File: src/hw/rtl/elfm_ram.sv
module elfm_ram #(
  parameter int WIDTH = 96,
  parameter int DEPTH = 8
) (
  input  logic                             clk,
  input  logic                             we,
  input  logic [$clog2(DEPTH > 1 ? DEPTH : 2)-1:0] waddr,
  input  logic [WIDTH-1:0]                 wdata,
  input  logic [$clog2(DEPTH > 1 ? DEPTH : 2)-1:0] raddr,
  output logic [WIDTH-1:0]                 rdata
);

  logic [WIDTH-1:0] mem [DEPTH];

  always_ff @(posedge clk) begin
    if (we) begin
      mem[waddr] <= wdata;
    end
    rdata <= mem[raddr];
  end

endmodule

File: config.mk
export PLATFORM = sky130hd
export DESIGN_NAME = elfm_ram
export DESIGN_NICKNAME = d
export VERILOG_FILES = /design/src/hw/rtl/elfm_ram.sv
export SDC_FILE = /design/constraint.sdc
export NUM_CORES = 1
export LEC_CHECK = 0
export BUFFER_PORTS_ARGS = -buffer_cell sky130_fd_sc_hd__buf_2
export CELL_PAD_IN_SITES_DETAIL_PLACEMENT = 1
export CELL_PAD_IN_SITES_GLOBAL_PLACEMENT = 2
export CORE_MARGIN = 5
export CORE_UTILIZATION = 23
export CTS_BUF_LIST = sky130_fd_sc_hd__clkbuf_2
export DETAILED_ROUTE_END_ITERATION = 8
export PLACE_DENSITY_LB_ADDON = 0.08
export SLEW_MARGIN = 40
export SYNTH_ARGS = -nofsm -noshare
export SYNTH_HDL_FRONTEND = slang
export SYNTH_SLANG_ARGS = --single-unit
File: constraint.sdc
create_clock -name clk -period 13.4 [get_ports clk]
set_clock_uncertainty 0.15 [all_clocks]
set_input_delay 0 -clock clk [delete_from_list [all_inputs] [get_ports clk]]
set_output_delay 0 -clock clk [all_outputs]
set_load 0.03 [all_outputs]
Word level (Yosys, flattened, before mapping). Memory sizes are Yosys's and may differ from the RTL's. A register that Yosys moved wholly into a read port is not among the register bits. Index checks and enable logic that the tools add are counted.

Flip-flop bits (word level): 0. Latch bits: 0. Bits in writable memories: 768. Memory bits (read-only): 0. Input bits: 104. Output and inout bits: 96. Word-level logic and storage cells: 3. Memories kept: 1.

Add/subtract/negate cells: 0. $mul: 0. Divide/modulo/power cells: 0. Order comparisons: 0. Eq/ne operators: 0. Shift operators: 0. Mux-type cells: 2. Bitwise operators: 0. Reductions and logical operators: 0.

Memory list: mem (depth 8, bits a word 96, rd ports 1, clocked after Yosys merged registers in 1, write ports 1, RTL line 13) `logic [WIDTH-1:0] mem [DEPTH];`.

Operators with widths (number): 1-bit 2-to-1 mux (2).

Depth between registers and ports, before layout.
Depth in word-level cells: 2. Mapped depth: 5. Mapped depth without buffers: 2.

Worst setup path before layout. No wires, ideal clock.

Path type: input to register. Start: input port waddr[2] (netlist bit). End: memory mem[0][0] (enable). Setup time: 670 ps. Data arrival time: 6674 ps. Data required time: 12580 ps. Setup slack: 5906 ps. Cell stages on the path: 2. Buffers on the path: 0. Path through: nand2b_1 > nor3_1.

RTL lines: start, declared (RTL line 7) `input logic [$clog2(DEPTH > 1 ? DEPTH : 2)-1:0] waddr,`; end, declared (RTL line 13).

No word-level cell before the write port.

Worst setup path in the final report.
Start: input port waddr[0] (netlist bit). End: memory mem[7][81] (enable).

No word-level cell before the write port.

==> metrics.md <==
| Metric | Value |
|---|---|
| Max Cap Violations | `0` |
| IO Count | `200` |
| Total Routing Usage GR | `11.9%` |
| Finished Layout Cells | `3996` |
| CP Capture Point | `mem[7][81]$_DFFE_PP_` |
| Placed Cells | `3162` |
| Vias in the first global route | `18301` |
| Critical Path Max Stage Delay | `0.88 ns` |
| Ys Warns | `0` |
| DR iter-0 viols | `572` |
| CP bufs+invs | `9` |
| Cell chain of the critical path | `dlygate4sd3_1 -> dlygate4sd3_1 -> buf_2 -> dlygate4sd3_1 -> nand2_1 -> dlygate4sd3_1 -> nor2_4 -> dlygate4sd3_1 -> dlygate4sd3_1 -> buf_6 -> buf_4` |
| Final Slew Violations | `0` |
| DIE HEIGHT | `376 um` |
| Reg2reg start | `mem[4][26]$_DFFE_PP_` |
| FMAX | `222 MHz` |
| First-pass GRT wire length | `122 mm` |
| Arr. time, crit path | `5.45 ns` |
| Pin count of the biggest net entering global routing | `88` |
| Setup CP Type | `in2reg` |
| DIE AREA | `0.141 mm^2` |
| Synth top area cells | `edfxtp_1 75%, mux4_2 14%, dfxtp_1 6.2%` |
| Share of the yosys chip area belonging to registers | `81.1%` |
| P&R area growth vs syn | `31.1%` |
| Final wirelength | `83.3 mm` |
| Clock Path Buffers | `3` |
| CTS tree | `built` |
| Min Tclk post-route | `4.51 ns` |
| Grt total ovfl | `0` |
| Most Frequent Cell on Critical Path | `dlygate4sd3_1` |
| Final WS setup | `8.89 ns` |
| CTS Sinks | `864` |
| Slew headroom | `32.8%` |
| Status | `complete, no violations` |
| Leakage | `13.8 nW` |
| Antenna Nets Post-Route | `0` |
| Reg clk slew, reported paths | `0.11 ns` |
| Placement Setup Slack | `10.30 ns` |
| Post-DP HPWL | `42.7 mm` |
| Detail-routed net length per standard cell | `20.8 um` |
| RD Place Congestion | `0.639` |
| Synthesized area | `0.0308 mm^2` |
| RSZ-0062 raised after global routing | `no` |
| Final hold viol count | `0` |
| Crit. path cell count | `11` |
| # Post-CTS Setup Buffers | `0` |
| Peak VDD IR | `0.0767 mV` |
| Vias | `15775` |
| Final #Nets | `2112` |
| Register bit count reported by yosys | `864` |
| Critical path required time | `14.34 ns` |
| Post-Place Cell Area | `0.0342 mm^2` |
| P per Cell Area | `136 mW/mm^2` |
| Crit path from | `waddr[0]` |
| CTS root buf | `clkbuf_2` |
| R2R depth | `4` |
| CP max stage cell | `dlygate4sd3_1` |
| Hold WS | `0.345 ns` |
| TritonRoute pass-1 iters | `4` |
| Cell family with most CP delay | `buffers and inverters` |
| H-tree Lvls | `4` |
| Flop-to-flop setup slack | `10.94 ns` |
| Mapped Cells | `1219` |
| Synthesized area per cell | `25.3 um^2` |
| Crit. End Element | `flip-flop` |
| Post-synth top area share | `74.9%` |
| Crit start category | `input pin` |
| Worst R2R End | `rdata[26]$_DFF_P_` |
| TritonCTS buffer count | `237` |
| Starting density of the core | `23.1%` |
| Final core utilization | `30.3%` |
| Post-synth cell types | `12` |
| Final worst-path cycle share | `33.7%` |
| DRC errors left | `0` |
| CP Max Fanout | `41` |
| Rows | `134` |
| Class of the worst hold path | `in2reg` |
| Mean number of vias per cell | `3.95` |
| Clock Latency Late Sink | `1.56 ns` |
| Sum Neg Setup Slack | `0 ns` |
| Fin area | `0.0404 mm^2` |
| Hold_sp | `wdata[9]` |
| Die W | `376 um` |
| Initial antenna violation count | `7` |
| Final setup fails | `0` |
| Layout cells sized above 1 | `41.3%` |
| Port Buffer Count | `199` |
| Core area | `0.133 mm^2` |
| Post-Syn Nets | `1323` |
| Total chip power | `5.49 mW` |
| Yosys top cell by area | `edfxtp_1` |
| Worst Tran Pin Value | `1.01 ns` |
| Post-CTS Resized | `0` |
==> layout make-up <==
cell class | instances | area [um^2]
Antenna cell | 10 | 25.0
Multi-Input combinational cell | 301 | 5520
Tap cell | 1768 | 2210
Clock buffer | 363 | 1820
Sequential cell | 864 | 25000
Timing Repair Buffer | 604 | 5350
Fill cell | 13690 | 92900
Clock inverter | 86 | 493
==> what timing repair did <==
| item | 4_1_cts | 5_1_grt |
|---|---|---|
| hold buffers | 375 | 0 |
| endpoints found under the hold margin | 1632 | 0 |
| endpoints found under the setup margin | 0 | 0 |
==> cells by family (layout without fill, tap and decap cells) <==
logic type             count (synthesis)  in the layout  synth area share [%]
AND/OR/NAND/NOR                       13             13                 0.191
flip-flops                           864            864                  81.1
multiplexers                         288            288                  17.5
other                                  0             10                     0
buffers and inverters                 54           1053                  1.16
==> tightest hold or removal path: cells and delay by family <==
kind                   cells  cell delay (ns)
buffers and inverters      4             1.91
==> how the worst min path moves through the flow <==
stage / to / slack, ns / depth (start not counted)
after global routing: mem[1][28]$_DFFE_PP_ / 0.07 / 4
after global placement: mem[1][75]$_DFFE_PP_ / 0.12 / 1
after CTS: mem[6][50]$_DFFE_PP_ / 0.0004 / 4
final: mem[6][9]$_DFFE_PP_ / 0.34 / 4
after detailed placement: mem[4][53]$_DFFE_PP_ / 0.13 / 1
after floorplan: mem[0][0]$_DFFE_PP_ / -0.05 / 0
==> per-layer routing <==
metal / up-vias / share of wire (%) / global-route usage [%]
met5: - / 0.032 / 0
met4: 4 / 2.5 / 4.64
met3: 184 / 5.4 / 3.36
met2: 401 / 47 / 18.9
met1: 8230 / 45 / 15.5
li1: 6956 / - / -
==> layout by cell type (no fill, tap or decap) <==
cell type / n
buf_12: 5
buf_16: 12
buf_2: 196
buf_4: 6
buf_6: 9
buf_8: 5
bufinv_16: 4
clkbuf_2: 363
clkinv_1: 62
clkinv_2: 9
clkinv_4: 5
clkinvlp_4: 3
dfxtp_1: 96
diode_2: 10
dlygate4sd3_1: 371
edfxtp_1: 768
inv_6: 2
inv_8: 1
mux2_2: 96
mux4_2: 192
nand2_1: 2
nand2b_1: 3
nor2_4: 6
nor3_2: 2
==> report_power, final <==
part           internal [mW]  total (mW)  switching [mW]  leakage (nW)
Combinational          0.215       0.455           0.241          4.26
Clock                  0.815        1.96            1.15          1.73
Sequential              3.04        3.07          0.0329          7.79
==> flip-flops by register name, summed over array words and instances (netlist names) <==
signal	cells
rdata	96
mem	768
==> cell usage after synthesis, drive strengths merged <==
| cell type | number |
|---|---|
| nand2 | 2 |
| buf | 34 |
| edfxtp | 768 |
| nand2b | 3 |
| clkbuf | 20 |
| nor2 | 6 |
| nor3 | 2 |
| mux2 | 96 |
| dfxtp | 96 |
| mux4 | 192 |
(Power assumes the default switching activity.)
