$ cat src/hw/rtl/elfm_pkg.sv
package elfm_pkg;

  typedef logic [31:0]       word_t;
  typedef logic [2:0][31:0]  vec3_t;
  typedef logic [2:0][63:0]  wvec3_t;

  localparam int unsigned DIV_W = 64;

  localparam logic [31:0] ONE_Q30 = 32'h4000_0000;

  localparam logic signed [65:0] S32_MAX = 66'sd2147483647;
  localparam logic signed [65:0] S32_MIN = -66'sd2147483648;
  localparam logic signed [65:0] HALF_Q30 = 66'sd536870912;

  localparam logic [2:0] MODE_X   = 3'd0;
  localparam logic [2:0] MODE_Y   = 3'd1;
  localparam logic [2:0] MODE_Z   = 3'd2;
  localparam logic [2:0] MODE_XY  = 3'd3;
  localparam logic [2:0] MODE_XZ  = 3'd4;
  localparam logic [2:0] MODE_YZ  = 3'd5;
  localparam logic [2:0] MODE_XYZ = 3'd6;

  localparam logic [1:0] ST_OK       = 2'd0;
  localparam logic [1:0] ST_DEGEN    = 2'd1;
  localparam logic [1:0] ST_TOO_MANY = 2'd2;
  localparam logic [1:0] ST_BAD_DIM  = 2'd3;

  localparam logic [0:0] REG_COORD_MODE = 1'b0;
  localparam logic [0:0] REG_ELEM_DIM   = 1'b1;

  typedef enum logic [18:0] {
    S_IDLE     = 19'h00001,
    S_LD_RD    = 19'h00002,
    S_LD_CAP   = 19'h00004,
    S_FR_GO    = 19'h00008,
    S_NM_INIT  = 19'h00010,
    S_NM_SHIFT = 19'h00020,
    S_NM_SQ    = 19'h00040,
    S_NM_X0    = 19'h00080,
    S_NM_NDIV  = 19'h00100,
    S_NM_NWAIT = 19'h00200,
    S_NM_UDIV  = 19'h00400,
    S_NM_UWAIT = 19'h00800,
    S_FR_NEXT  = 19'h01000,
    S_CROSS    = 19'h02000,
    S_RD       = 19'h04000,
    S_OUT_LD   = 19'h08000,
    S_OUT_MAC  = 19'h10000,
    S_OUT_EMIT = 19'h20000,
    S_EQ_EMIT  = 19'h40000
  } state_t;

  // which frame vector the running normalisation produces
  typedef enum logic [3:0] {
    PH_X = 4'b0001,
    PH_H = 4'b0010,
    PH_Z = 4'b0100,
    PH_Y = 4'b1000
  } phase_t;

  function automatic logic [1:0] sys_dim(input logic [2:0] mode);
    logic [1:0] d;
    unique case (mode)
      MODE_X, MODE_Y, MODE_Z:    d = 2'd1;
      MODE_XY, MODE_XZ, MODE_YZ: d = 2'd2;
      MODE_XYZ:                  d = 2'd3;
      default:                   d = 2'd0;
    endcase
    return d;
  endfunction

  function automatic vec3_t perm(input logic [2:0] mode, input vec3_t v);
    vec3_t p;
    p = v;
    unique case (mode)
      MODE_Y:  begin p[0] = v[1]; p[1] = v[0]; end
      MODE_Z:  begin p[0] = v[2]; p[2] = v[0]; end
      MODE_XZ: begin p[1] = v[2]; p[2] = v[1]; end
      MODE_YZ: begin p[0] = v[1]; p[1] = v[2]; p[2] = v[0]; end
      default: p = v;
    endcase
    return p;
  endfunction

  function automatic logic signed [65:0] sx66(input logic [31:0] a);
    return {{34{a[31]}}, a};
  endfunction

  function automatic word_t sat32(input logic signed [65:0] v);
    word_t r;
    if (v > S32_MAX) r = 32'h7FFF_FFFF;
    else if (v < S32_MIN) r = 32'h8000_0000;
    else r = v[31:0];
    return r;
  endfunction

  function automatic logic [63:0] max3(input wvec3_t m);
    logic [63:0] r;
    r = m[0];
    if (m[1] > r) r = m[1];
    if (m[2] > r) r = m[2];
    return r;
  endfunction

  // helper for a 3D line: axis vector when u lies on one axis, else u with first nonzero flipped
  function automatic vec3_t helper_vec(input vec3_t u);
    vec3_t h;
    logic nz0, nz1, nz2;
    nz0 = (u[0] != '0);
    nz1 = (u[1] != '0);
    nz2 = (u[2] != '0);
    h = u;
    priority if (nz0 && !nz1 && !nz2) begin
      h = '0;
      h[2] = ONE_Q30;
    end else if (nz1 && !nz0 && !nz2) begin
      h = '0;
      h[0] = ONE_Q30;
    end else if (nz2 && !nz0 && !nz1) begin
      h = '0;
      h[1] = ONE_Q30;
    end else if (nz0) begin
      h[0] = ~u[0] + 32'd1;
    end else if (nz1) begin
      h[1] = ~u[1] + 32'd1;
    end else if (nz2) begin
      h[2] = ~u[2] + 32'd1;
    end else begin
      h = u;
    end
    return h;
  endfunction

endpackage

$ cat src/hw/rtl/elfm_div.sv
module elfm_div (
  input  logic                        clk,
  input  logic                        rst_n,
  input  logic                        start,
  input  logic [elfm_pkg::DIV_W-1:0]  dividend,
  input  logic [elfm_pkg::DIV_W-1:0]  divisor,
  output logic                        done,
  output logic [elfm_pkg::DIV_W-1:0]  quotient
);

  localparam int DW = elfm_pkg::DIV_W;
  localparam int KW = $clog2(DW);

  logic          run_r, run_nxt;
  logic          done_r, done_nxt;
  logic [KW-1:0] cnt_r, cnt_nxt;
  logic [DW-1:0] rem_r, rem_nxt;
  logic [DW-1:0] dvd_r, dvd_nxt;
  logic [DW-1:0] dvs_r, dvs_nxt;
  logic [DW:0]   trial;
  logic          fits;

  // restoring, one quotient bit a cycle
  assign trial = {rem_r, dvd_r[DW-1]};
  assign fits  = (trial >= {1'b0, dvs_r});

  always_comb begin
    run_nxt  = run_r;
    done_nxt = 1'b0;
    cnt_nxt  = cnt_r;
    rem_nxt  = rem_r;
    dvd_nxt  = dvd_r;
    dvs_nxt  = dvs_r;
    if (start) begin
      run_nxt = 1'b1;
      cnt_nxt = '0;
      rem_nxt = '0;
      dvd_nxt = dividend;
      dvs_nxt = divisor;
    end else if (run_r) begin
      rem_nxt = fits ? DW'(trial - {1'b0, dvs_r}) : trial[DW-1:0];
      dvd_nxt = {dvd_r[DW-2:0], fits};
      cnt_nxt = cnt_r + KW'(1);
      if (cnt_r == KW'(DW - 1)) begin
        run_nxt  = 1'b0;
        done_nxt = 1'b1;
      end
    end
  end

  always_ff @(posedge clk) begin
    if (!rst_n) begin
      run_r  <= 1'b0;
      done_r <= 1'b0;
      cnt_r  <= '0;
    end else begin
      run_r  <= run_nxt;
      done_r <= done_nxt;
      cnt_r  <= cnt_nxt;
    end
  end

  always_ff @(posedge clk) begin
    rem_r <= rem_nxt;
    dvd_r <= dvd_nxt;
    dvs_r <= dvs_nxt;
  end

  assign done     = done_r;
  assign quotient = dvd_r;

endmodule

$ cat config.mk
export PLATFORM = sky130hd
export DESIGN_NAME = elfm_div
export DESIGN_NICKNAME = d
export VERILOG_FILES = /design/src/hw/rtl/elfm_pkg.sv /design/src/hw/rtl/elfm_div.sv
export SDC_FILE = /design/constraint.sdc
export NUM_CORES = 1
export LEC_CHECK = 0
export ABC_CLOCK_PERIOD_IN_PS = 4600
export BUFFER_PORTS_ARGS = -buffer_cell sky130_fd_sc_hd__buf_2
export CAP_MARGIN = 0
export CORE_MARGIN = 2
export CORE_UTILIZATION = 30
export DETAILED_ROUTE_END_ITERATION = 10
export PLACE_DENSITY = 0.44
export SLEW_MARGIN = 10
export SYNTH_ARGS = -nofsm -noshare
export SYNTH_HDL_FRONTEND = slang
export SYNTH_SLANG_ARGS = --single-unit
export TNS_END_PERCENT = 20
$ cat constraint.sdc
create_clock -name clk -period 4.6 [get_ports clk]
set_clock_uncertainty 0.15 [all_clocks]
set_input_delay 0.23 -clock clk [delete_from_list [all_inputs] [get_ports clk]]
set_output_delay 0.23 -clock clk [all_outputs]
set_load 0.02 [all_outputs]
Yosys cells after proc, flatten, opt, wreduce, memory -nomap -nowiden --
Index checks and enable logic that the tools add are counted.
Storage, ports and cells: register bits 200, input bits 131, output and inout port bits 65, word-level logic and storage cells 22
Cells by class: add/subtract/negate cells 2, $lt $le $gt $ge 1, equal/unequal tests 1, multiplexer cells 7, bitwise operators 2, reduce and logical (&&, ||, !) cells 3
Operators with widths (count):
- 64-bit two-way mux | 3
- 65-bit by 64-bit >= comparator with 1-bit output | 1
- 64-bit subtractor | 1
- 6-bit by 1-bit adder with 6-bit output (second input constant) | 1
- 6-bit equality test (second input constant) | 1
- 1-bit two-way mux | 4
- 3-bit OR reduction | 1
- 1-bit NOT | 2
- 2-bit nonzero test | 1
- 2-bit OR reduction | 1

Depth between registers and ports, before layout --
Gate-level depths: netlist of the first run.
word-level depth 4, mapped depth 15, mapped depth without buffers 13

Least setup slack after synthesis of the first run --
No wires, ideal clock.
path type flip-flop to flip-flop, start register dvd_r[63], in the netlist quotient[63], end register rem_r[62], library setup time 117 ps, arrival time 2888 ps, data required time 4333 ps, path slack 1445 ps, cell stages (with the launch flop) 14, buffers on the path 0, clock period less this slack 3155 ps, cell sequence edfxtp_1 -> inv_1 -> ha_1 -> fa_1 -> nor2b_1 -> o31ai_2 -> a211oi_1 -> or2_1 -> a41oi_1 -> a211oi_1 -> o21ai_0 -> nand2_1 -> a2111o_1 -> a32o_1
Between the ends: cells in the longest elaborated chain, start to end 2, elaborated cells between the ends (all ways) 3, those cells by class add/sub (1); order compare (1); mux (1)
Ends and longest elaborated chain:
- from (decl) | line elfm_div.sv:18 | logic [DW-1:0] dvd_r, dvd_nxt;
- from (signal assigned) | line elfm_div.sv:65 | dvd_r <= dvd_nxt;
- 64-bit subtractor or 65-bit by 64-bit >= comparator with 1-bit output (tied branches) | line elfm_div.sv:41, elfm_div.sv:25
- 64-bit two-way mux (*) | line elfm_div.sv:41 | rem_nxt = fits ? DW'(trial - {1'b0, dvs_r}) : trial[DW-1:0];
- to (signal assigned) | line elfm_div.sv:64 | rem_r <= rem_nxt;
- to (decl) | line elfm_div.sv:17 | logic [DW-1:0] rem_r, rem_nxt;
Mark *: on every way between the ends. The rest lies on a longest branch, timed or not. A chain may end at the register's enable or synchronous reset.

Worst setup path after layout of the first run --
start register dvs_r[18], end register rem_r[53]
Between the ends: cells in the longest elaborated chain, start to end 2, elaborated cells between the ends (all ways) 3, those cells by class add/sub (1); order compare (1); mux (1)
Ends and longest elaborated chain:
- from (decl) | line elfm_div.sv:19 | logic [DW-1:0] dvs_r, dvs_nxt;
- from (signal assigned) | line elfm_div.sv:66 | dvs_r <= dvs_nxt;
- 64-bit subtractor or 65-bit by 64-bit >= comparator with 1-bit output (tied branches) | line elfm_div.sv:41, elfm_div.sv:25
- 64-bit two-way mux (*) | line elfm_div.sv:41
Marked as above.

==> summary.md, run 1 <==
| Metric | Value |
|---|---|
| Outcome | complete, no violations |
| Initial antenna violation count | 0 |
| Number of max-slew violations in the final report | 0 |
| Setup crit end kind | flop |
| Minimum setup slack in the final design | 0.623 ns |
| Endpoint required time on the critical path | ~4.8 ns |
| Die Outline Area | approximately 42,000 sq um |
| Number of optimization iterations in the first detailed-route pass | 5 |
| Setup Crit Path Kind | flop to flop |
| Die W | 204 microns |
| CP arrival | 4.15 ns |
| Vert. Die Dim | just over 200 microns |
| Max-slew headroom | around two fifths |
| Total inserted antenna cells | 0 |
| Count of input and output buffers | 195 |
| Post-synthesis to final-layout area growth | 28.4% |
| Power Density | 348 nW/um^2 |
| Drt initial violations | between 500 and 600 |
| Max-cap violations | 0 |
| Number of levels in the clock H-tree | 4 |
| Synthesized area divided by synthesized cell count | approximately 9.5 sq um |
| Per-cell routed wire length | between 15 and 20 microns |
| Share of total power in the clock network | about 30% |
| Warnings from Yosys | 0 |
| Logic pwr share | 29.1% |
| Pre-CTS setup slack | 0.587 ns |
| Internal power | between 3 and 4 mW |
| Detailed-route wire length | 34.8 mm |
| Total half-perimeter wirelength after legalization and detailed placement | 24.7 mm |
| Area of the core | 39,500 sq um |
| Most used cells in the layout excluding fill and tap cells | buf_2 (194), nand2_1 (154), dlygate4sd3_1 (129) |
| Primary flip-flop cell chosen by synthesis mapping | edfxtp_1 |
| Hold WS | 0.0298 ns |
| Longest Clk Path Bufs | 2 |
| Total track usage | 17.1% |
| Share of cells above drive strength 1 | 21.0% |
| Leak Pwr | 6.33 nW |
| Num Clock Sinks | 200 |
| Hold Crit Class | input pin to flop |
| Num CTS Buffers | 17 |
| CTS tree | built |
| Residual DRC count | 0 |
| IR drop worst, VDD | 261 uV |
| Share of power burned in registers | about two fifths |
| Setup repair after global routing missed its margin | no |
| Post-synthesis instance area | 12,000 sq um |
| Post-Synthesis Net Count | between 1k and 1.5k |
| Sum of negative setup slack | 0 ns |
| Effective utilization at floorplan | 30.3% |
| Psw | 1.83 mW |
| Post-cts gate resize count | 0 |
| Switching power as a share of total power | 34.2% |
| Count of distinct cell types in the synthesized netlist | 72 |
| Clk slew on worst S/H paths | 0.09 ns |
| Number of synthesized flops with an enable pin | 128 |
| Global-route congestion overflow total | 0 |
| Critical path startpoint category | flop |
| Shortest period the worst path allows | roughly 4 ns |
| Source-to-sink clock delay at the later pin of the worst-skew pair | 0.47 ns |
| Vias in the first global route | 10.6k |
| Core Rows | 73 |
| Root Buffer Master | clkbuf_16 |
| Final worst path period share | 86.5% |
| Total number of nets in the final design | 1,745 |
| Sequential cell area fraction in the yosys report | 44.2% |
| Total vias in the final route | 10.3k |
| Routability-driven placement congestion ratio | 0.810 |
| Setup Viol. Count Final | 0 |
| Share of flip-flops with an asynchronous set or reset | 0% |
| Pin count of the biggest net entering global routing | 115 |
| Count of antenna-violating nets left after detailed routing | 0 |
| Area of the multi-input gates | 6090 sq um |
| Leading cell type in the layout, fill and taps excluded | buf_2 |
| Top Ports | 196 |
| First-pass GRT wire length | 56.2 mm |
| Final Hold Viols | 0 |
| Overall power consumption | 5.34 mW |
| Critical path fanouts, max | 27 |
| Post-Synthesis Cells | 1,255 |
| Number of synthesized register bits | 200 |
| Area of all sequential standard cells | 5290 sq um |
| Peak Freq | roughly 250 MHz |
| Average vias per placed instance | 4.93 |
| Worst slew pin tran | 0.907 ns |
| Layout filler cell count | 3,975 |
-- metrics by stage --
stage	util (%)	instance area (sq um)	cells
global placement	34.1	13500	1925
detailed placement	34.1	13500	1925
global route	38.9	15400	2086
CTS	38.9	15400	2086
floorplan	-	12000	1255
finish	38.9	15400	2086
-- synth_stat cells (14+ instances only) --
| library cell | instances | area, sq um |
|---|---|---|
| inv_1 | 88 | 330 |
| clkbuf_1 | 43 | 161 |
| a21o_1 | 31 | 233 |
| o21bai_1 | 20 | 150 |
| xnor2_1 | 32 | 280 |
| o21ai_0 | 51 | 255 |
| nand3_1 | 18 | 90.1 |
| a21oi_1 | 89 | 445 |
| mux2_2 | 66 | 743 |
| nand2_1 | 154 | 578 |
| nand4_1 | 19 | 119 |
| a211oi_1 | 18 | 135 |
| dfxtp_1 | 72 | 1440 |
| nor2_1 | 111 | 417 |
| xor2_1 | 17 | 149 |
| a311oi_1 | 46 | 403 |
| edfxtp_1 | 128 | 3840 |
| ha_1 | 65 | 813 |
| nor3_1 | 14 | 70.1 |
-- per-layer routing --
metal  wire (microns)  global-route usage [%]  up-vias
li1                 -                       -     5169
met1            16700                    22.5     4849
met2            15700                    27.7      245
met3             1840                    4.49       31
met4              513                    5.03        0
met5                0                       0        -
-- flip-flops by register name, summed over array words and instances, names as in the netlist --
register	cells
cnt_r	6
quotient	64
rem_r	64
done	1
run_r	1
dvs_r	64
-- power groups by stage --
stage	Combinational, mW	Sequential (mW)	Clock, mW
after floorplan	0.980	2.28	0
after global placement	1.48	2.23	0
after detailed placement	1.47	2.23	0
after CTS	1.56	2.20	1.66
after global routing	1.73	2.22	1.71
final	1.55	2.20	1.59
-- repair_timing --
action                     in CTS  in global routing
hold endpoints to repair      134                  0
hold buffers                  129                  0
setup endpoints to repair       0                  0
setup buffers                   0                  0
-- final cells by class --
type / instances / area share, %
Tap cell: 525 / 4.27
Clock inverter: 14 / 1.15
Timing Repair Buffer: 335 / 15.6
Inverter: 88 / 2.15
Multi-Input combinational cell: 906 / 39.6
Clock buffer: 18 / 2.79
Sequential cell: 200 / 34.4
-- worst paths after layout --
kind / startpoint / endpoint / slack [ns] / cells past startpoint
worst max register to register: dvs_r[18] / rem_r[53] / 0.62 / 13
worst max-delay path: dvs_r[18] / rem_r[53] / 0.62 / 13
worst min-delay path: start / rem_r[44] / 0.03 / 2
worst min register to register: cnt_r[5] / done / 0.34 / 2
-- logic make-up after synthesis --
group | synth area share [%]
muxes | 6.54
adders and majority gates | 6.96
and+or+nand+nor | 14.7
buffers and inverters | 5.02
DFF | 44.2
xor gates and xnor gates | 3.59
AOI/OAI and AO/OA | 19.0
-- worst max-delay path, stage by stage, from the launching register on --
cell	delay, ns
edfxtp_1	0.36
inv_1	0.10
ha_1	0.32
a21oi_1	0.23
o21ai_1	0.13
or2_2	0.31
a31oi_1	0.50
a2111oi_4	0.15
nor2_4	0.20
o21a_2	0.63
buf_12	0.27
nor2_1	0.06
a221oi_1	0.28
a211oi_1	0.12
No activity file was read; power rests on OpenSTA's default activity.
==> run 2: changes to the inputs <==
--- a/config.mk
+++ b/config.mk
@@ -11,6 +11,7 @@
 export CORE_MARGIN = 2
 export CORE_UTILIZATION = 30
 export DETAILED_ROUTE_END_ITERATION = 10
+export MAX_ROUTING_LAYER = met4
 export PLACE_DENSITY = 0.44
 export SLEW_MARGIN = 10
 export SYNTH_ARGS = -nofsm -noshare
==> run 2 against run 1 <==
Effect of this change: via count is 0.17% higher; combinational power about the same; first-iteration DRC count is the same; flip-flop and latch count unchanged; register-to-register slack about the same; final area did not move; sequential share of layout area unchanged; hold slack worse by 0.0067 ns; clock-buffer cell count did not move; largest cell class unchanged.
==> summary.md, run 2 (synthesis gave the netlist of run 1 again) <==
| Metric | Value |
|---|---|
| Total half-perimeter wirelength after legalization and detailed placement | approximately 25 mm |
| Critical path fanouts, max | 27 |
| Endpoint required time on the critical path | 4.77 ns |
| Core Rows | 73 |
| Crit path largest cell delay | 0.68 ns |
| Area of all sequential standard cells | about 5300 sq um |
| Busiest metal layer after global routing | met2 |
| Setup repair after global routing missed its margin | no |
| Post-layout util | 38.9% |
| Setup crit end kind | flop |
| Number of max-slew violations in the final report | 0 |
| Vias in the first global route | 10.6k |
| Critical path startpoint category | flop |
| Overall power consumption | 5.34 mW |
| Hold-fix buffers, CTS | 129 |
| Per-cell routed wire length | 16.7 microns |
| First-pass GRT wire length | 56.2 mm |
| Max-cap violations | 0 |
| Most used cells in the layout excluding fill and tap cells | buf_2 (194), nand2_1 (154), dlygate4sd3_1 (129) |
| Number of optimization iterations in the first detailed-route pass | 5 |
| Die Outline Area | 41,500 sq um |
| Leading cell type in the layout, fill and taps excluded | buf_2 |
| Root Buffer Master | clkbuf_16 |
| Average vias per placed instance | around 4.9 |
| Final Hold Viols | 0 |
| Post-cts gate resize count | 0 |
| CTS tree | built |
| Drt initial violations | 525 |
| Post-synthesis to final-layout area growth | 28.4% |
| Setup Crit Path Kind | flop to flop |
| Num CTS Buffers | 17 |
| IR drop worst, VDD | 265 uV |
| Clk slew on worst S/H paths | approximately 0.090 ns |
| Share of cells above drive strength 1 | 21.0% |
| Count of input and output buffers | ~200 |
| Worst slew pin tran | 0.916 ns |
| Setup Viol. Count Final | 0 |
| Source-to-sink clock delay at the later pin of the worst-skew pair | 0.48 ns |
| Hold Crit Class | input pin to flop |
| Layout filler cell count | 3,975 |
| Top Ports | 196 |
| Placed instance area | 13,500 sq um |
| Number of levels in the clock H-tree | 4 |
| Count of antenna-violating nets left after detailed routing | 0 |
| Routability-driven placement congestion ratio | 0.821 |
| Global-route congestion overflow total | 0 |
| Initial antenna violation count | 0 |
| Area of the multi-input gates | 6090 sq um |
| Pin count of the biggest net entering global routing | between 100 and 150 |
| Post-CTS Repair Setup Buffers | 0 |
| Effective utilization at floorplan | 30.3% |
| Longest Clk Path Bufs | 2 |
| Residual DRC count | 0 |
| Detailed-route wire length | 34.8 mm |
| Shortest period the worst path allows | 3.99 ns |
| Outcome | complete, no violations |
| CP arrival | 4.17 ns |
| Met3 global-route usage | 3.64% |
| Power Density | between 300 and 400 nW/um^2 |
| Critical path cell sequence | inv_1 > ha_1 > a21oi_1 > o21ai_0 > a2111oi_2 > a2111oi_4 > nor2_4 > o21a_2 > buf_12 > nor2_1 > a221oi_1 > a211oi_1 |
| Max-slew headroom | 38.9% |
| Total inserted antenna cells | 0 |
| Summed area of non-filler cells in the final layout | 15,400 sq um |
| Total number of nets in the final design | 1,745 |
| Sum of negative setup slack | 0 ns |
| Hold WS | 0.0231 ns |
| Routing usage on met2 | between 20% and 30% |
| Met1 usage | 23.0% |
| Area of the core | 39,500 sq um |
| Total vias in the final route | 10.3k |
| Vert. Die Dim | 204 microns |
| Num Clock Sinks | 200 |
| CP max stage cell | a2111oi_2 |
| Peak Freq | 251 MHz |
| Leak Pwr | 6.33 nW |
| Final worst path period share | 86.7% |
| Die W | 204 microns |
| Total track usage | between 10% and 20% |
## run 2: worst max-delay path: cells and delay by family (launching register included)
family                   cells  cell delay (ns)
AO/OA/AOI/OAI                7             2.41
AND/OR/NAND/NOR              2             0.26
adder cells (fa/ha/maj)      1             0.29
flip-flops                   1             0.38
buffers and inverters        2             0.35
## run 2: path summary, 6_finish.rpt
check                           startpoint   endpoint  slack [ns]  depth (start not counted)
worst min-delay path                 start  rem_r[44]        0.02                          2
worst min register to register    cnt_r[5]       done        0.34                          2
worst max-delay path             dvs_r[24]  rem_r[53]        0.61                         12
worst max register to register   dvs_r[24]  rem_r[53]        0.61                         12
## run 2: cell type report
cell class	count	area share (%)
tap	525	4.27
multi-input combinational	906	39.6
sequential	200	34.4
timing repair buffer	335	15.6
clock inverter	14	1.15
clock buffer	18	2.79
inverter	88	2.15
## run 2: per-stage QoR
| step | worst slack (ns) | cells |
|---|---|---|
| after floorplan | 1.44 | 1255 |
| after global placement | 0.579 | 1925 |
| after detailed placement | 0.587 | 1925 |
| after CTS | 0.565 | 2086 |
| after global routing | 0.374 | 2086 |
| final | 0.610 | 2086 |
## run 2: where the power goes
group	switching [mW]	internal (mW)	total, mW
sequential	0.102	2.09	2.20
clock	0.811	0.783	1.59
combinational	0.918	0.635	1.55
total	1.83	3.51	5.34
## run 2: metal layers
| layer | vias to the layer above | wire (microns) |
|---|---|---|
| li1 | 5169 | - |
| met1 | 4860 | 17000 |
| met2 | 247 | 15700 |
| met3 | 36 | 1470 |
| met4 | 0 | 563 |
| met5 | - | 0 |
==> run 3: changes to the inputs <==
--- a/config.mk
+++ b/config.mk
@@ -8,11 +8,13 @@
 export ABC_CLOCK_PERIOD_IN_PS = 4600
 export BUFFER_PORTS_ARGS = -buffer_cell sky130_fd_sc_hd__buf_2
 export CAP_MARGIN = 0
+export CELL_PAD_IN_SITES_DETAIL_PLACEMENT = 0
+export CELL_PAD_IN_SITES_GLOBAL_PLACEMENT = 1
 export CORE_MARGIN = 2
 export CORE_UTILIZATION = 30
 export DETAILED_ROUTE_END_ITERATION = 10
 export MAX_ROUTING_LAYER = met4
-export PLACE_DENSITY = 0.44
+export PLACE_DENSITY = 0.55
 export SLEW_MARGIN = 10
 export SYNTH_ARGS = -nofsm -noshare
 export SYNTH_HDL_FRONTEND = slang
==> run 3 against run 2 <==
Effect of this change: combinational power about the same; critical endpoint is now rem_r[58]; maximum frequency increased by 1.3%; flip-flop and latch count unchanged; final area unchanged; register-to-register slack improved by 0.05 ns; clock power about the same; via count decreased by 0.48%; utilization unchanged; non-clock buffer count increased by 2; highest routed layer unchanged; wire length increased by 0.93%; sequential power about the same.
==> summary.md, run 3 (synthesis gave the netlist of run 1 again) <==
| Metric | Value |
|---|---|
| Drt initial violations | 514 |
| Total track usage | 17.9% |
| Core Rows | 73 |
| Setup slack of the worst register-to-register path | 0.66 ns |
| First-pass GRT wire length | between 50 and 60 mm |
| Post-CTS Repair Setup Buffers | 0 |
| Peak Freq | ~250 MHz |
| Die W | 204 microns |
| Count of antenna-violating nets left after detailed routing | 0 |
| Most used cells in the layout excluding fill and tap cells | buf_2 (194), nand2_1 (154), dlygate4sd3_1 (129) |
| Detailed-route wire length | 35.1 mm |
| Setup repair after global routing missed its margin | no |
| Post-layout util | 38.9% |
| Number of levels in the clock H-tree | 4 |
| Source-to-sink clock delay at the later pin of the worst-skew pair | 0.48 ns |
| IR drop worst, VDD | roughly 280 uV |
| Pin count of the biggest net entering global routing | between 80 and 90 |
| Setup crit end kind | flop |
| Pre-CTS setup slack | between 0.5 and 0.6 ns |
| Max-slew headroom | about two fifths |
| Total vias in the final route | roughly 10k |
| Final Hold Viols | 0 |
| Vert. Die Dim | 204 microns |
| Num CTS Buffers | 17 |
| Num Clock Sinks | 200 |
| Leak Pwr | between 6 and 7 nW |
| Leading cell type in the layout, fill and taps excluded | buf_2 |
| Die Outline Area | a little over 40,000 sq um |
| Global-route congestion overflow total | 0 |
| Share of cells above drive strength 1 | 21.0% |
| Setup Crit Path Kind | flop to flop |
| Vias in the first global route | 10.6k |
| Number of cells traversed by the worst register-to-register path | 13 |
| Setup Viol. Count Final | 0 |
| Summed area of non-filler cells in the final layout | 15,400 sq um |
| Worst R2R End | rem_r[58] |
| Hold WS | 0.0683 ns |
| Power Density | 346 nW/um^2 |
| Top Ports | roughly 200 |
| Outcome | complete, no violations |
| Minimum setup slack in the final design | 0.661 ns |
| Max-cap violations | 0 |
| Per-cell routed wire length | approximately 17 microns |
| Endpoint required time on the critical path | 4.85 ns |
| Post-synthesis to final-layout area growth | 28.4% |
| Area of all sequential standard cells | 5290 sq um |
| Total number of nets in the final design | 1,747 |
| Critical register-to-register path startpoint | dvs_r[20] |
| Residual DRC count | 0 |
| Area of the core | 39,500 sq um |
| Worst min-delay path startpoint | start |
| Longest Clk Path Bufs | 2 |
| Shortest period the worst path allows | 3.94 ns |
| Area of the multi-input gates | roughly 6100 sq um |
| Sum of negative setup slack | 0 ns |
| Routability-driven placement congestion ratio | between 0.7 and 0.8 |
| Final worst path period share | 85.6% |
| Critical path startpoint category | flop |
| Clk slew on worst S/H paths | 0.07 ns |
| Number of optimization iterations in the first detailed-route pass | 5 |
| Initial antenna violation count | 0 |
| Root Buffer Master | clkbuf_16 |
| Total inserted antenna cells | 0 |
| Count of input and output buffers | 195 |
| Number of max-slew violations in the final report | 0 |
| End point of the worst hold path | dvs_r[40] |
| Hold Crit Class | input pin to flop |
| Worst hold path depth | 1 |
| Critical path fanouts, max | 30 |
| Effective utilization at floorplan | 30.3% |
| Average vias per placed instance | 4.92 |
| Placed instance area | between 10,000 and 15,000 sq um |
| Post-cts gate resize count | 0 |
| Layout filler cell count | 3,985 |
| Total half-perimeter wirelength after legalization and detailed placement | approximately 25 mm |
| Hold-fix buffers, CTS | 129 |
| CP arrival | 4.19 ns |
| CTS tree | built |
| Worst slew pin tran | 0.870 ns |
## run 3: changes by cell type in the layout (fill, tap and decap cells not counted), moves of 2 or more
| cell | before | now |
|---|---|---|
| buf_4 | 8 | 11 |
| clkinv_1 | 0 | 2 |
| clkinvlp_4 | 2 | 0 |
| inv_6 | 2 | 5 |
| inv_8 | 5 | 2 |
## run 3: worst max-delay path by stage
stage | startpoint | to | slack (ns) | depth (start not counted)
3_5_place_dp | dvs_r[18] | rem_r[58] | 0.60 | 13
2_1_floorplan | quotient[63] | rem_r[62] | 1.44 | 13
6_report | dvs_r[20] | rem_r[58] | 0.66 | 13
4_1_cts | dvs_r[18] | rem_r[58] | 0.57 | 13
5_1_grt | dvs_r[20] | rem_r[3] | 0.30 | 12
3_3_place_gp | dvs_r[18] | rem_r[2] | 0.62 | 12
## run 3: cell type report
class	count	area share [%]
inverter	88	2.15
sequential	200	34.4
clock buffer	17	2.77
timing repair buffer	337	15.6
multi-input combinational	906	39.6
clock inverter	15	1.16
tap	525	4.27
## run 3: critical path, cell delays in order, from the launching register on
cell       delay [ns]
edfxtp_1         0.37
inv_1            0.09
ha_1             0.30
a21oi_1          0.24
o21ai_1          0.15
or2_2            0.32
a31oi_1          0.51
a2111oi_4        0.14
nor2_4           0.19
o21a_2           0.64
buf_4            0.38
and3_1           0.19
a21oi_1          0.04
o22ai_1          0.15
## run 3: metal layers
layer	GRT usage, %	part of all wire (%)
met5	-	0
met4	4.64	1.3
met3	3.56	4.1
met2	28.0	46
met1	23.7	49
## run 3: metrics by stage
step	instances	power [mW]
2_1_floorplan	1255	3.26
3_3_place_gp	1927	3.71
3_5_place_dp	1927	3.70
4_1_cts	2088	5.40
5_1_grt	2088	5.65
6_report	2088	5.32
## run 3: power by group
| part | internal, mW | leakage, nW | switching [mW] |
|---|---|---|---|
| clock network | 0.778 | 0.293 | 0.794 |
| registers | 2.09 | 1.86 | 0.106 |
| logic | 0.631 | 4.18 | 0.914 |
